[config.mk]
export PLATFORM = sky130hd
export DESIGN_NAME = fade_in_hold_fade_out_timer
export DESIGN_NICKNAME = d
export VERILOG_FILES = /design/src/design/fihfo_pkg.sv /design/src/design/fihfo_div.sv /design/src/design/fade_in_hold_fade_out_timer.sv
export SDC_FILE = /design/constraint.sdc
export NUM_CORES = 1
export LEC_CHECK = 0
export BUFFER_PORTS_ARGS = -buffer_cell sky130_fd_sc_hd__buf_2
export CAP_MARGIN = 5
export CORE_MARGIN = 2
export CORE_UTILIZATION = 42
export DETAILED_ROUTE_END_ITERATION = 7
export PLACE_DENSITY = 0.68
export REMOVE_ABC_BUFFERS = 1
export SYNTH_ARGS = -nofsm -noshare
export SYNTH_HDL_FRONTEND = slang
export SYNTH_SLANG_ARGS = --single-unit
export TNS_END_PERCENT = 30
[constraint.sdc]
create_clock -name i_clk -period 11.7 [get_ports i_clk]
set_clock_uncertainty 0.2 [all_clocks]
set_input_delay 2.925 -clock i_clk [delete_from_list [all_inputs] [get_ports i_clk]]
set_output_delay 2.925 -clock i_clk [all_outputs]
set_load 0.02 [all_outputs]
[src/design/fihfo_pkg.sv]
// Shared constants for the fade-in / hold / fade-out envelope timer.
package fihfo_pkg;

    localparam int CNT_W = 32;  // elapsed counters and phase lengths
    localparam int OPA_W = 16;  // opacity fraction
    localparam int DLT_W = 16;  // tick delta
    localparam int PH_W  = 2;
    localparam int IDX_W = 2;

    typedef logic [CNT_W-1:0] t_cnt;
    typedef logic [OPA_W-1:0] t_opa;
    typedef logic [PH_W-1:0]  t_phase;
    typedef logic [IDX_W-1:0] t_idx;

    localparam t_phase PH_FADE_IN  = 2'd0;
    localparam t_phase PH_HOLD     = 2'd1;
    localparam t_phase PH_FADE_OUT = 2'd2;
    localparam t_phase PH_DONE     = 2'd3;

    localparam logic CMD_TICK  = 1'b0;
    localparam logic CMD_START = 1'b1;

    localparam t_idx REG_FADE_IN_TIME  = 2'd0;
    localparam t_idx REG_HOLD_TIME     = 2'd1;
    localparam t_idx REG_FADE_OUT_TIME = 2'd2;
    localparam t_idx REG_LOOP_ENABLE   = 2'd3;

    localparam t_opa OPA_FULL = {OPA_W{1'b1}};
    localparam t_opa OPA_ZERO = '0;
    localparam t_cnt CNT_MAX  = {CNT_W{1'b1}};

endpackage

[src/design/fihfo_div.sv]
// Iterative restoring divider: quotient = floor(elapsed * 65535 / time), elapsed < time.
module fihfo_div import fihfo_pkg::*; (
    input  logic i_clk,
    input  logic i_rst_n,
    input  logic i_start,
    input  t_cnt i_elapsed,
    input  t_cnt i_time,
    output logic o_done,
    output t_opa o_quot
);

    localparam logic [1:0] D_IDLE = 2'd0;
    localparam logic [1:0] D_PREP = 2'd1;
    localparam logic [1:0] D_RUN  = 2'd2;

    localparam int NUM_W = CNT_W + OPA_W;
    localparam int STP_W = $clog2(OPA_W);

    logic [1:0]       r_st, n_st;
    logic [STP_W-1:0] r_cnt, n_cnt;
    t_cnt             r_rem, n_rem;
    t_opa             r_quo, n_quo;  // numerator low bits shift out, quotient bits in
    logic             r_done, n_done;

    logic [NUM_W-1:0] num;
    logic [CNT_W:0]   trial;
    logic             fits;

    // elapsed * (2^16 - 1); top part is below time since elapsed < time
    assign num   = {i_elapsed, OPA_ZERO} - {{OPA_W{1'b0}}, i_elapsed};
    assign trial = {r_rem, r_quo[OPA_W-1]};
    assign fits  = trial >= {1'b0, i_time};

    always_comb begin
        n_st   = r_st;
        n_cnt  = r_cnt;
        n_rem  = r_rem;
        n_quo  = r_quo;
        n_done = 1'b0;
        unique case (r_st)
            D_IDLE: begin
                if (i_start) begin
                    n_st = D_PREP;
                end
            end
            D_PREP: begin
                n_rem = num[NUM_W-1:OPA_W];
                n_quo = num[OPA_W-1:0];
                n_cnt = '0;
                n_st  = D_RUN;
            end
            D_RUN: begin
                n_rem = fits ? CNT_W'(trial - {1'b0, i_time}) : trial[CNT_W-1:0];
                n_quo = {r_quo[OPA_W-2:0], fits};
                n_cnt = r_cnt + STP_W'(1);
                if (r_cnt == STP_W'(OPA_W - 1)) begin
                    n_st   = D_IDLE;
                    n_done = 1'b1;
                end
            end
            default: n_st = D_IDLE;
        endcase
    end

    always_ff @(posedge i_clk) begin
        if (!i_rst_n) begin
            r_st   <= D_IDLE;
            r_done <= 1'b0;
        end else begin
            r_st   <= n_st;
            r_done <= n_done;
        end
        r_cnt <= n_cnt;
        r_rem <= n_rem;
        r_quo <= n_quo;
    end

    assign o_done = r_done;
    assign o_quot = r_quo;

endmodule

[src/design/fade_in_hold_fade_out_timer.sv]
// Top level of the fade-in / hold / fade-out opacity envelope timer.
//
//  channel  | handshake                 | payload
//  ---------+---------------------------+-----------------------------
//  in       | i_in_valid / o_in_stall   | i_cmd, i_delta
//  out      | o_out_valid / i_out_stall | o_opacity, o_phase
//  cfg      | i_cfg_wr_en               | i_cfg_index, i_cfg_wdata
//
// Start items, hold ticks and ticks that need no ratio go through the update
// and output states to the result register; fade ticks that need a ratio also
// wait on the shared restoring divider (a prep step, one quotient bit per cycle).
// Synchronous active-low reset: phase hold, full opacity, elapsed counters and
// configuration registers zero, no result valid. A stalled result holds the block
// busy until it is taken; one further item may be accepted while a result waits.
module fade_in_hold_fade_out_timer import fihfo_pkg::*; (
    input  logic              i_clk,
    input  logic              i_rst_n,
    // configuration
    input  logic              i_cfg_wr_en,
    input  t_idx              i_cfg_index,
    input  logic [CNT_W-1:0]  i_cfg_wdata,
    // input items
    input  logic              i_in_valid,
    output logic              o_in_stall,
    input  logic              i_cmd,
    input  logic [DLT_W-1:0]  i_delta,
    // result items
    output logic              o_out_valid,
    input  logic              i_out_stall,
    output logic [OPA_W-1:0]  o_opacity,
    output logic [PH_W-1:0]   o_phase
);

    // sequencer
    localparam logic [1:0] S_IDLE = 2'd0;
    localparam logic [1:0] S_UPD  = 2'd1;
    localparam logic [1:0] S_DIV  = 2'd2;
    localparam logic [1:0] S_OUT  = 2'd3;

    // configuration registers
    t_cnt r_fi_time, r_hold_time, r_fo_time;
    logic r_loop;

    // envelope state
    logic [1:0]       r_state, n_state;
    t_phase           r_phase, n_phase;
    t_cnt             r_fi_el, n_fi_el;
    t_cnt             r_hold_el, n_hold_el;
    t_cnt             r_fo_el, n_fo_el;
    t_opa             r_opa, n_opa;

    // accepted item
    logic             r_cmd, n_cmd;
    logic [DLT_W-1:0] r_delta, n_delta;

    // result register
    logic             r_out_valid, n_out_valid;
    t_opa             r_out_opa, n_out_opa;
    t_phase           r_out_ph, n_out_ph;

    logic             in_acc;
    t_cnt             sel_el, sel_time, sat;
    logic [CNT_W:0]   sum;
    logic             reach;
    logic             div_start, div_done;
    t_opa             div_quot;
    t_cnt             div_el, div_time;

    assign o_in_stall = (r_state != S_IDLE);
    assign in_acc     = i_in_valid && !o_in_stall;

    // one saturating add and one compare, on the counter of the current phase
    always_comb begin
        case (r_phase)
            PH_FADE_IN: begin
                sel_el   = r_fi_el;
                sel_time = r_fi_time;
            end
            PH_HOLD: begin
                sel_el   = r_hold_el;
                sel_time = r_hold_time;
            end
            default: begin
                sel_el   = r_fo_el;
                sel_time = r_fo_time;
            end
        endcase
    end

    assign sum   = {1'b0, sel_el} + {{(CNT_W + 1 - DLT_W){1'b0}}, r_delta};
    assign sat   = sum[CNT_W] ? CNT_MAX : sum[CNT_W-1:0];
    assign reach = (sat >= sel_time);

    // ratio operands follow the phase, which stays put during the division
    assign div_el   = (r_phase == PH_FADE_IN) ? r_fi_el   : r_fo_el;
    assign div_time = (r_phase == PH_FADE_IN) ? r_fi_time : r_fo_time;

    fihfo_div u_div (
        .i_clk     (i_clk),
        .i_rst_n   (i_rst_n),
        .i_start   (div_start),
        .i_elapsed (div_el),
        .i_time    (div_time),
        .o_done    (div_done),
        .o_quot    (div_quot)
    );

    always_comb begin
        n_state     = r_state;
        n_phase     = r_phase;
        n_fi_el     = r_fi_el;
        n_hold_el   = r_hold_el;
        n_fo_el     = r_fo_el;
        n_opa       = r_opa;
        n_cmd       = r_cmd;
        n_delta     = r_delta;
        n_out_valid = r_out_valid && i_out_stall;
        n_out_opa   = r_out_opa;
        n_out_ph    = r_out_ph;
        div_start   = 1'b0;

        unique case (r_state)
            S_IDLE: begin
                if (in_acc) begin
                    n_cmd   = i_cmd;
                    n_delta = i_delta;
                    n_state = S_UPD;
                end
            end
            S_UPD: begin
                n_state = S_OUT;
                if (r_cmd == CMD_START) begin
                    if (r_fi_time != '0) begin
                        n_phase = PH_FADE_IN;
                        n_opa   = OPA_ZERO;
                    end else begin
                        n_phase = PH_HOLD;
                    end
                end else begin
                    case (r_phase)
                        PH_FADE_IN: begin
                            n_fi_el = sat;
                            // zero length also lands here: sat >= 0
                            if (reach) begin
                                n_phase = PH_HOLD;
                                n_opa   = OPA_FULL;
                            end else begin
                                div_start = 1'b1;
                                n_state   = S_DIV;
                            end
                        end
                        PH_HOLD: begin
                            if (r_hold_time != '0) begin
                                n_hold_el = sat;
                                if (reach) begin
                                    if (r_fo_time != '0) begin
                                        n_phase = PH_FADE_OUT;
                                    end else if (r_loop) begin
                                        n_fi_el   = '0;
                                        n_hold_el = '0;
                                        n_fo_el   = '0;
                                        if (r_fi_time != '0) begin
                                            n_phase = PH_FADE_IN;
                                            n_opa   = OPA_ZERO;
                                        end
                                    end else begin
                                        n_phase = PH_DONE;
                                    end
                                end
                            end
                        end
                        PH_FADE_OUT: begin
                            if (r_fo_time != '0) begin
                                n_fo_el = sat;
                                if (reach) begin
                                    // ratio clamps to full, so opacity falls to zero
                                    n_opa = OPA_ZERO;
                                    if (r_loop) begin
                                        n_fi_el   = '0;
                                        n_hold_el = '0;
                                        n_fo_el   = '0;
                                        if (r_fi_time != '0) begin
                                            n_phase = PH_FADE_IN;
                                        end else begin
                                            n_phase = PH_HOLD;
                                            n_opa   = OPA_FULL;
                                        end
                                    end else begin
                                        n_phase = PH_DONE;
                                    end
                                end else begin
                                    div_start = 1'b1;
                                    n_state   = S_DIV;
                                end
                            end
                        end
                        default: ; // finished: ticks ignored
                    endcase
                end
            end
            S_DIV: begin
                if (div_done) begin
                    n_opa   = (r_phase == PH_FADE_IN) ? div_quot : ~div_quot;
                    n_state = S_OUT;
                end
            end
            S_OUT: begin
                if (!r_out_valid || !i_out_stall) begin
                    n_out_valid = 1'b1;
                    n_out_opa   = r_opa;
                    n_out_ph    = r_phase;
                    n_state     = S_IDLE;
                end
            end
            default: n_state = S_IDLE;
        endcase
    end

    always_ff @(posedge i_clk) begin
        if (!i_rst_n) begin
            r_fi_time   <= '0;
            r_hold_time <= '0;
            r_fo_time   <= '0;
            r_loop      <= 1'b0;
        end else if (i_cfg_wr_en) begin
            unique case (i_cfg_index)
                REG_FADE_IN_TIME:  r_fi_time   <= i_cfg_wdata;
                REG_HOLD_TIME:     r_hold_time <= i_cfg_wdata;
                REG_FADE_OUT_TIME: r_fo_time   <= i_cfg_wdata;
                REG_LOOP_ENABLE:   r_loop      <= i_cfg_wdata[0];
                default: ;
            endcase
        end
    end

    always_ff @(posedge i_clk) begin
        if (!i_rst_n) begin
            r_state     <= S_IDLE;
            r_phase     <= PH_HOLD;
            r_fi_el     <= '0;
            r_hold_el   <= '0;
            r_fo_el     <= '0;
            r_opa       <= OPA_FULL;
            r_out_valid <= 1'b0;
        end else begin
            r_state     <= n_state;
            r_phase     <= n_phase;
            r_fi_el     <= n_fi_el;
            r_hold_el   <= n_hold_el;
            r_fo_el     <= n_fo_el;
            r_opa       <= n_opa;
            r_out_valid <= n_out_valid;
        end
        r_cmd     <= n_cmd;
        r_delta   <= n_delta;
        r_out_opa <= n_out_opa;
        r_out_ph  <= n_out_ph;
    end

    assign o_out_valid = r_out_valid;
    assign o_opacity   = r_out_opa;
    assign o_phase     = r_out_ph;

endmodule
==> results of run 1 <==
## kinds of logic (layout without fill, tap and decap cells)
family / Yosys count / after routing
simple gates: 716 / 716
compound gates: 634 / 634
flops: 304 / 304
buf+inv: 179 / 212
mux: 120 / 120
fa+ha+maj: 111 / 111
xor+xnor: 104 / 104
## critical path, cell delays in order, from the launching register on
cell and delay, ps:
dfxtp_1 350, inv_1 130, ha_4 550, buf_4 620, a22oi_1 190, nand2_1 110, ha_1 250, nor2b_1 170
o21a_1 180, o21a_1 230, o21ba_2 230, o211ai_1 630, a211o_1 790, nand2_1 130, o21ai_1 310, inv_1 80
ha_1 310, and2_1 170, a221o_1 290, a221oi_1 390, nor2_1 110, a2111oi_2 580, a21oi_1 140, o221ai_1 240
buf_4 250, o21bai_1 530, o211ai_1 230
## routing by layer
| layer | wire length, microns | share of wire [%] |
|---|---|---|
| met2 | 26600 | 46 |
| met3 | 3720 | 6.4 |
| met5 | 0 | 0 |
| met4 | 2540 | 4.4 |
| met1 | 25500 | 44 |
## state kept, by name (all words and copies together) (netlist names), 2 cells and up
signal / cells
r_fo_time: 32
r_fi_time: 32
r_state: 2
o_phase: 2
r_hold_time: 32
u_div.r_cnt: 4
r_fi_el: 32
r_delta: 16
r_fo_el: 32
r_phase: 2
r_hold_el: 32
u_div.r_st: 2
r_opa: 16
u_div.o_quot: 16
u_div.r_rem: 32
o_opacity: 16
## stage by stage
step	setup TNS, ps	std cells	util [%]	setup slack (ps)
floorplan	-46400	2047	-	-842
global placement	0	2741	44.2	3500
detailed placement	0	2741	44.2	3230
CTS	0	2801	46.5	3190
global route	0	2801	46.5	2630
finish	0	2801	46.5	3070
## final cells by class
class | instances | share of cell area (%)
multi-input cells | 1685 | 54.9
flip-flops and latches | 304 | 33.1
clock buffers | 43 | 4.40
well taps | 600 | 3.57
repair buffers | 94 | 2.48
inverters | 58 | 1.04
clock inverters | 17 | 0.500
## final timing paths
path	from	endpoint	slack (ps)
hold reg to reg	r_opa[13]	o_opacity[13]	230
setup reg to reg	r_phase[1]	r_opa[11]	3070
setup / recovery	r_phase[1]	r_opa[11]	3070
hold / removal	r_opa[13]	o_opacity[13]	230
## layout by cell type (no fill, tap or decap), types with 8 or more instances in the layout
cell / n
nand4_1: 21
a21oi_1: 135
and2_1: 35
nand2_1: 319
clkbuf_16: 34
a21o_1: 29
nand2b_1: 14
buf_2: 74
a211oi_1: 10
o211ai_1: 29
nor3_1: 33
nand3_1: 28
o2bb2ai_1: 32
mux2_2: 25
and3_1: 10
o31ai_1: 9
a21boi_0: 99
o21ai_0: 70
a22oi_1: 53
a22o_1: 62
mux2i_1: 95
o21a_1: 10
edfxtp_1: 87
or3_1: 8
xor2_1: 55
inv_1: 57
dfxtp_1: 217
buf_4: 20
nor2_1: 88
ha_1: 105
xnor2_1: 49
a31oi_1: 11
nor2b_1: 77
nor4_1: 31
## where the power goes
group | leakage (uW) | switching, uW | internal [uW]
clock | 0.000512 | 453 | 563
combinational | 0.00503 | 1190 | 705
sequential | 0.00255 | 55.7 | 1240
==> metrics, run 1 <==
Slew @ Worst Pin 1330 ps; Synth top area share 22.7%; met3 usage 3.18%; ant diodes 0; Slew HR 10.4%; worst hold path cell count 0; largest cells by area after synthesis dfxtp_1, edfxtp_1, ha_1, nand2_1, mux2i_1; worst endpoint required time 11,870 ps; CTS buffer count 34; Filler cells 4,284; Post-synth EDFFs 87; Adder-Cell Fraction of Synth Area 7.33%; DRT iter0 DRCs 1,660; Pleak 0.00809 uW; worst setup path category flop to flop; CTS Sinks 304; xor and xnor area share after synthesis 4.76%; Tot GR Track Use 24.0%; CP startpoint kind flop; Final HPWL DP 42,800 microns; Synth Instances 2,168; status completed; Tcrit/Tclk final 73.7%; synthesized area per cell 8.83 sq um; RSZ-0062 raised after global routing false; Overall Power 4220 uW; Max Slew Vio Count 0; # IOs 76; FF/Latch Area 6960 sq um; htree depth 2; CTS root buffer clkbuf_16; Clock transition at path regs 60 ps; met2 GRT Util 38.8%; mux share of post-synthesis cell area 6.43%; Compound-Gate Fraction of Synth Area 23.3%; post-CTS setup buffers 0; top post-synthesis cells by count nand2_1, dfxtp_1, a21oi_1; die width 218 microns; largest net degree at the start of global routing 112; Remaining DRCs 0; yosys warns 0; Avg WL per Cell 20.8 microns; global route hottest layer met2; Cell Pwr Density 201 nW/um^2; cell taking the most area after synthesis dfxtp_1; initial antenna violation count 0; maximum VDD drop 0.161 mV; Post-CTS Hold Fix Bufs 0; WHS 228 ps; Yosys reg bits 304; antenna-violating nets left 0; via count 16,800; global-route wire length before repair 90,100 microns; post-layout minimum cycle time 8630 ps; worst reg2reg path depth 26; P&R area growth vs syn 9.77%; GRT met1 Usage 32.1%; vias in the first global route 16,000; Critical Path AT 8790 ps; Achievable Freq 116 MHz; Final Setup Violations 0; Die Height 218 microns; Multi-input gate area 11,500 sq um; GP Congestion 0.925; FFs w/ async S/R, synth 0%; Resized cells post-CTS 0; Placed Area 20,000 sq um; final hold viol count 0; combinational family with the most area after synthesis compound AO/OA/AOI/OAI gates; top_reg_cell synth dfxtp_1; total of max-cap violations 0; full die area 47,300 sq um; drt total wl 58,400 microns; maximum clock path buffer count 3; Final Cell Area 21,000 sq um; Critical Path End Type flop; Worst Path Max Fanout 54; Core Box Area 45,200 sq um; DR pass1 iterations 8; Synth Cell Area 19,200 sq um; gr ovfl total 0; post-synthesis simple-gate area fraction 18.1%; CTS tree built; Final Net Count 2,344; Hold WC Path Type flop to flop; count leader, synth nand2_1; post-synthesis sequential area ratio 36.3%; clk_lat worst skew 540 ps; Via density 6.00; Rows 78; Initial Util 42.4%; Netlist cell types 83; share of cells above drive strength 1 9.63%; Port Buffers 75
(Power assumes the default switching activity.)
==> run 2: changes to the inputs <==
--- a/config.mk
+++ b/config.mk
@@ -10,7 +10,7 @@
 export CORE_MARGIN = 2
 export CORE_UTILIZATION = 42
 export DETAILED_ROUTE_END_ITERATION = 7
-export PLACE_DENSITY = 0.68
+export PLACE_DENSITY = 0.7
 export REMOVE_ABC_BUFFERS = 1
 export SYNTH_ARGS = -nofsm -noshare
 export SYNTH_HDL_FRONTEND = slang
==> constraint.sdc (replaced) <==
create_clock -name i_clk -period 7.3 [get_ports i_clk]
set_clock_uncertainty 0.2 [all_clocks]
set_input_delay 1.825 -clock i_clk [delete_from_list [all_inputs] [get_ports i_clk]]
set_output_delay 1.825 -clock i_clk [all_outputs]
set_load 0.02 [all_outputs]
==> run 2 against run 1 <==
  * Via count up 0.18%
  * Sequential cell count unchanged
  * Die area unchanged
  * Combinational power up 61%
  * Maximum frequency up 25%
  * First-iteration DRC count up 13%
  * Design area up 1.2%
  * Critical path type unchanged
  * Largest cell class unchanged
  * Largest power group unchanged
  * Highest routed layer is now met5
==> metrics, run 2 (same netlist as run 1, synthesis figures left out) <==
worst setup margin 399 ps; die width 218 microns; clk_lat worst skew 540 ps; Sequential Power Share 30.3%; Filler cells 4,250; CP startpoint kind flop; Placed Area 20,100 sq um; Final Non-Filler Cells 2,816; Port Buffers 75; delay-heaviest family, CP simple AND/OR/NAND/NOR gates; Final HPWL DP 43,400 microns; Tot GR Track Use 24.2%; CP Buf/Inv Count 3; share of cells above drive strength 1 10.6%; DP Cell Count 2,753; Final Setup Violations 0; gr ovfl total 0; P&R area growth vs syn 11.1%; Rows 78; RSZ-0062 raised after global routing false; Overall Power 6860 uW; Cell Pwr Density 322 nW/um^2; Hold WC Path Type flop to flop; via count 16,800; Initial Util 42.4%; worst endpoint required time 7560 ps; commonest non-fill, non-tap cell in the layout nand2_1; DR pass1 iterations 6; global-route wire length before repair 90,700 microns; pre-CTS WS 228 ps; Critical Path AT 7160 ps; Internal 4140 uW; CTS tree built; status completed; ant diodes 0; antenna-violating nets left 0; Die Height 218 microns; Net Switching 2710 uW; worst setup path category flop to flop; Via density 5.98; GP Congestion 0.969; Comb pwr share 44.6%; Avg WL per Cell 20.9 microns; Pleak 0.00819 uW; final setup TNS 0 ps; final hold viol count 0; CTS Sinks 304; Final Cell Area 21,300 sq um; Remaining DRCs 0; Slowest cell on crit path or3b_2; Clk pwr share 25.1%; # IOs 76; Critical Path End Type flop; Final Net Count 2,358; Max Slew Vio Count 0; Worst Path Max Fanout 32; Critical Path Max Stage Delay 680 ps; Achievable Freq 145 MHz; DRT iter0 DRCs 1,869; CTS buffer count 35; post-layout minimum cycle time 6900 ps; Core Box Area 45,200 sq um; total of max-cap violations 0; initial antenna violation count 1; cell mode on critical path nand2_1; vias in the first global route 15,800; htree depth 2; Slew HR 29.1%; maximum clock path buffer count 3; most frequent cells in the layout nand2_1, dfxtp_1, a21oi_1; maximum VDD drop 0.218 mV; drt total wl 58,800 microns; CTS root buffer clkbuf_16; largest net degree at the start of global routing 93; full die area 47,300 sq um; Switching Fraction 39.6%; Slew @ Worst Pin 1060 ps; Clock transition at path regs 60 ps; Tcrit/Tclk final 94.5%
## run 2: layer usage
metal	GRT usage, %	up-vias	part of all wire, %
li1	-	7960	-
met1	33.4	8112	44
met2	38.8	663	46
met3	2.86	110	6.6
met4	9.06	2	3.6
met5	0	-	0.024
## run 2: cell type report
type	instances	area [sq um]	share of cell area [%]
repair buffers	107	631	2.96
clock buffers	49	1030	4.85
multi-input cells	1685	11600	54.5
clock inverters	13	87.6	0.412
flip-flops and latches	304	6960	32.7
well taps	600	751	3.53
inverters	58	218	1.02
## run 2: repair_timing
item / CTS / global route
hold buffers: 0 / 0
endpoints found under the setup margin: 0 / 90
gates resized for setup: 0 / 9
buffers inserted: 0 / 1
endpoints found under the hold margin: 0 / 0
## run 2: power groups by stage
stage / clock [uW] / combinational, uW / sequential, uW
floorplan: 0 / 2180 / 2090
global placement: 0 / 2920 / 2110
detailed placement: 0 / 2980 / 2120
CTS: 1740 / 3000 / 2080
global route: 1800 / 3330 / 2090
finish: 1720 / 3060 / 2080
## run 2: metrics by stage
stage	util, %	hold WS, ps
after floorplan	-	202
after global placement	44.5	211
after detailed placement	44.5	214
final	47.1	227
after global routing	47.1	238
after CTS	46.9	228
## run 2: path summary, 6_finish.rpt
kind / end / depth (start not counted) / startpoint / slack, ps
setup / recovery: r_fi_el[26] / 25 / r_phase[1] / 400
setup reg to reg: r_fi_el[26] / 25 / r_phase[1] / 400
hold / removal: o_opacity[12] / 0 / r_opa[12] / 230
hold reg to reg: o_opacity[12] / 0 / r_opa[12] / 230
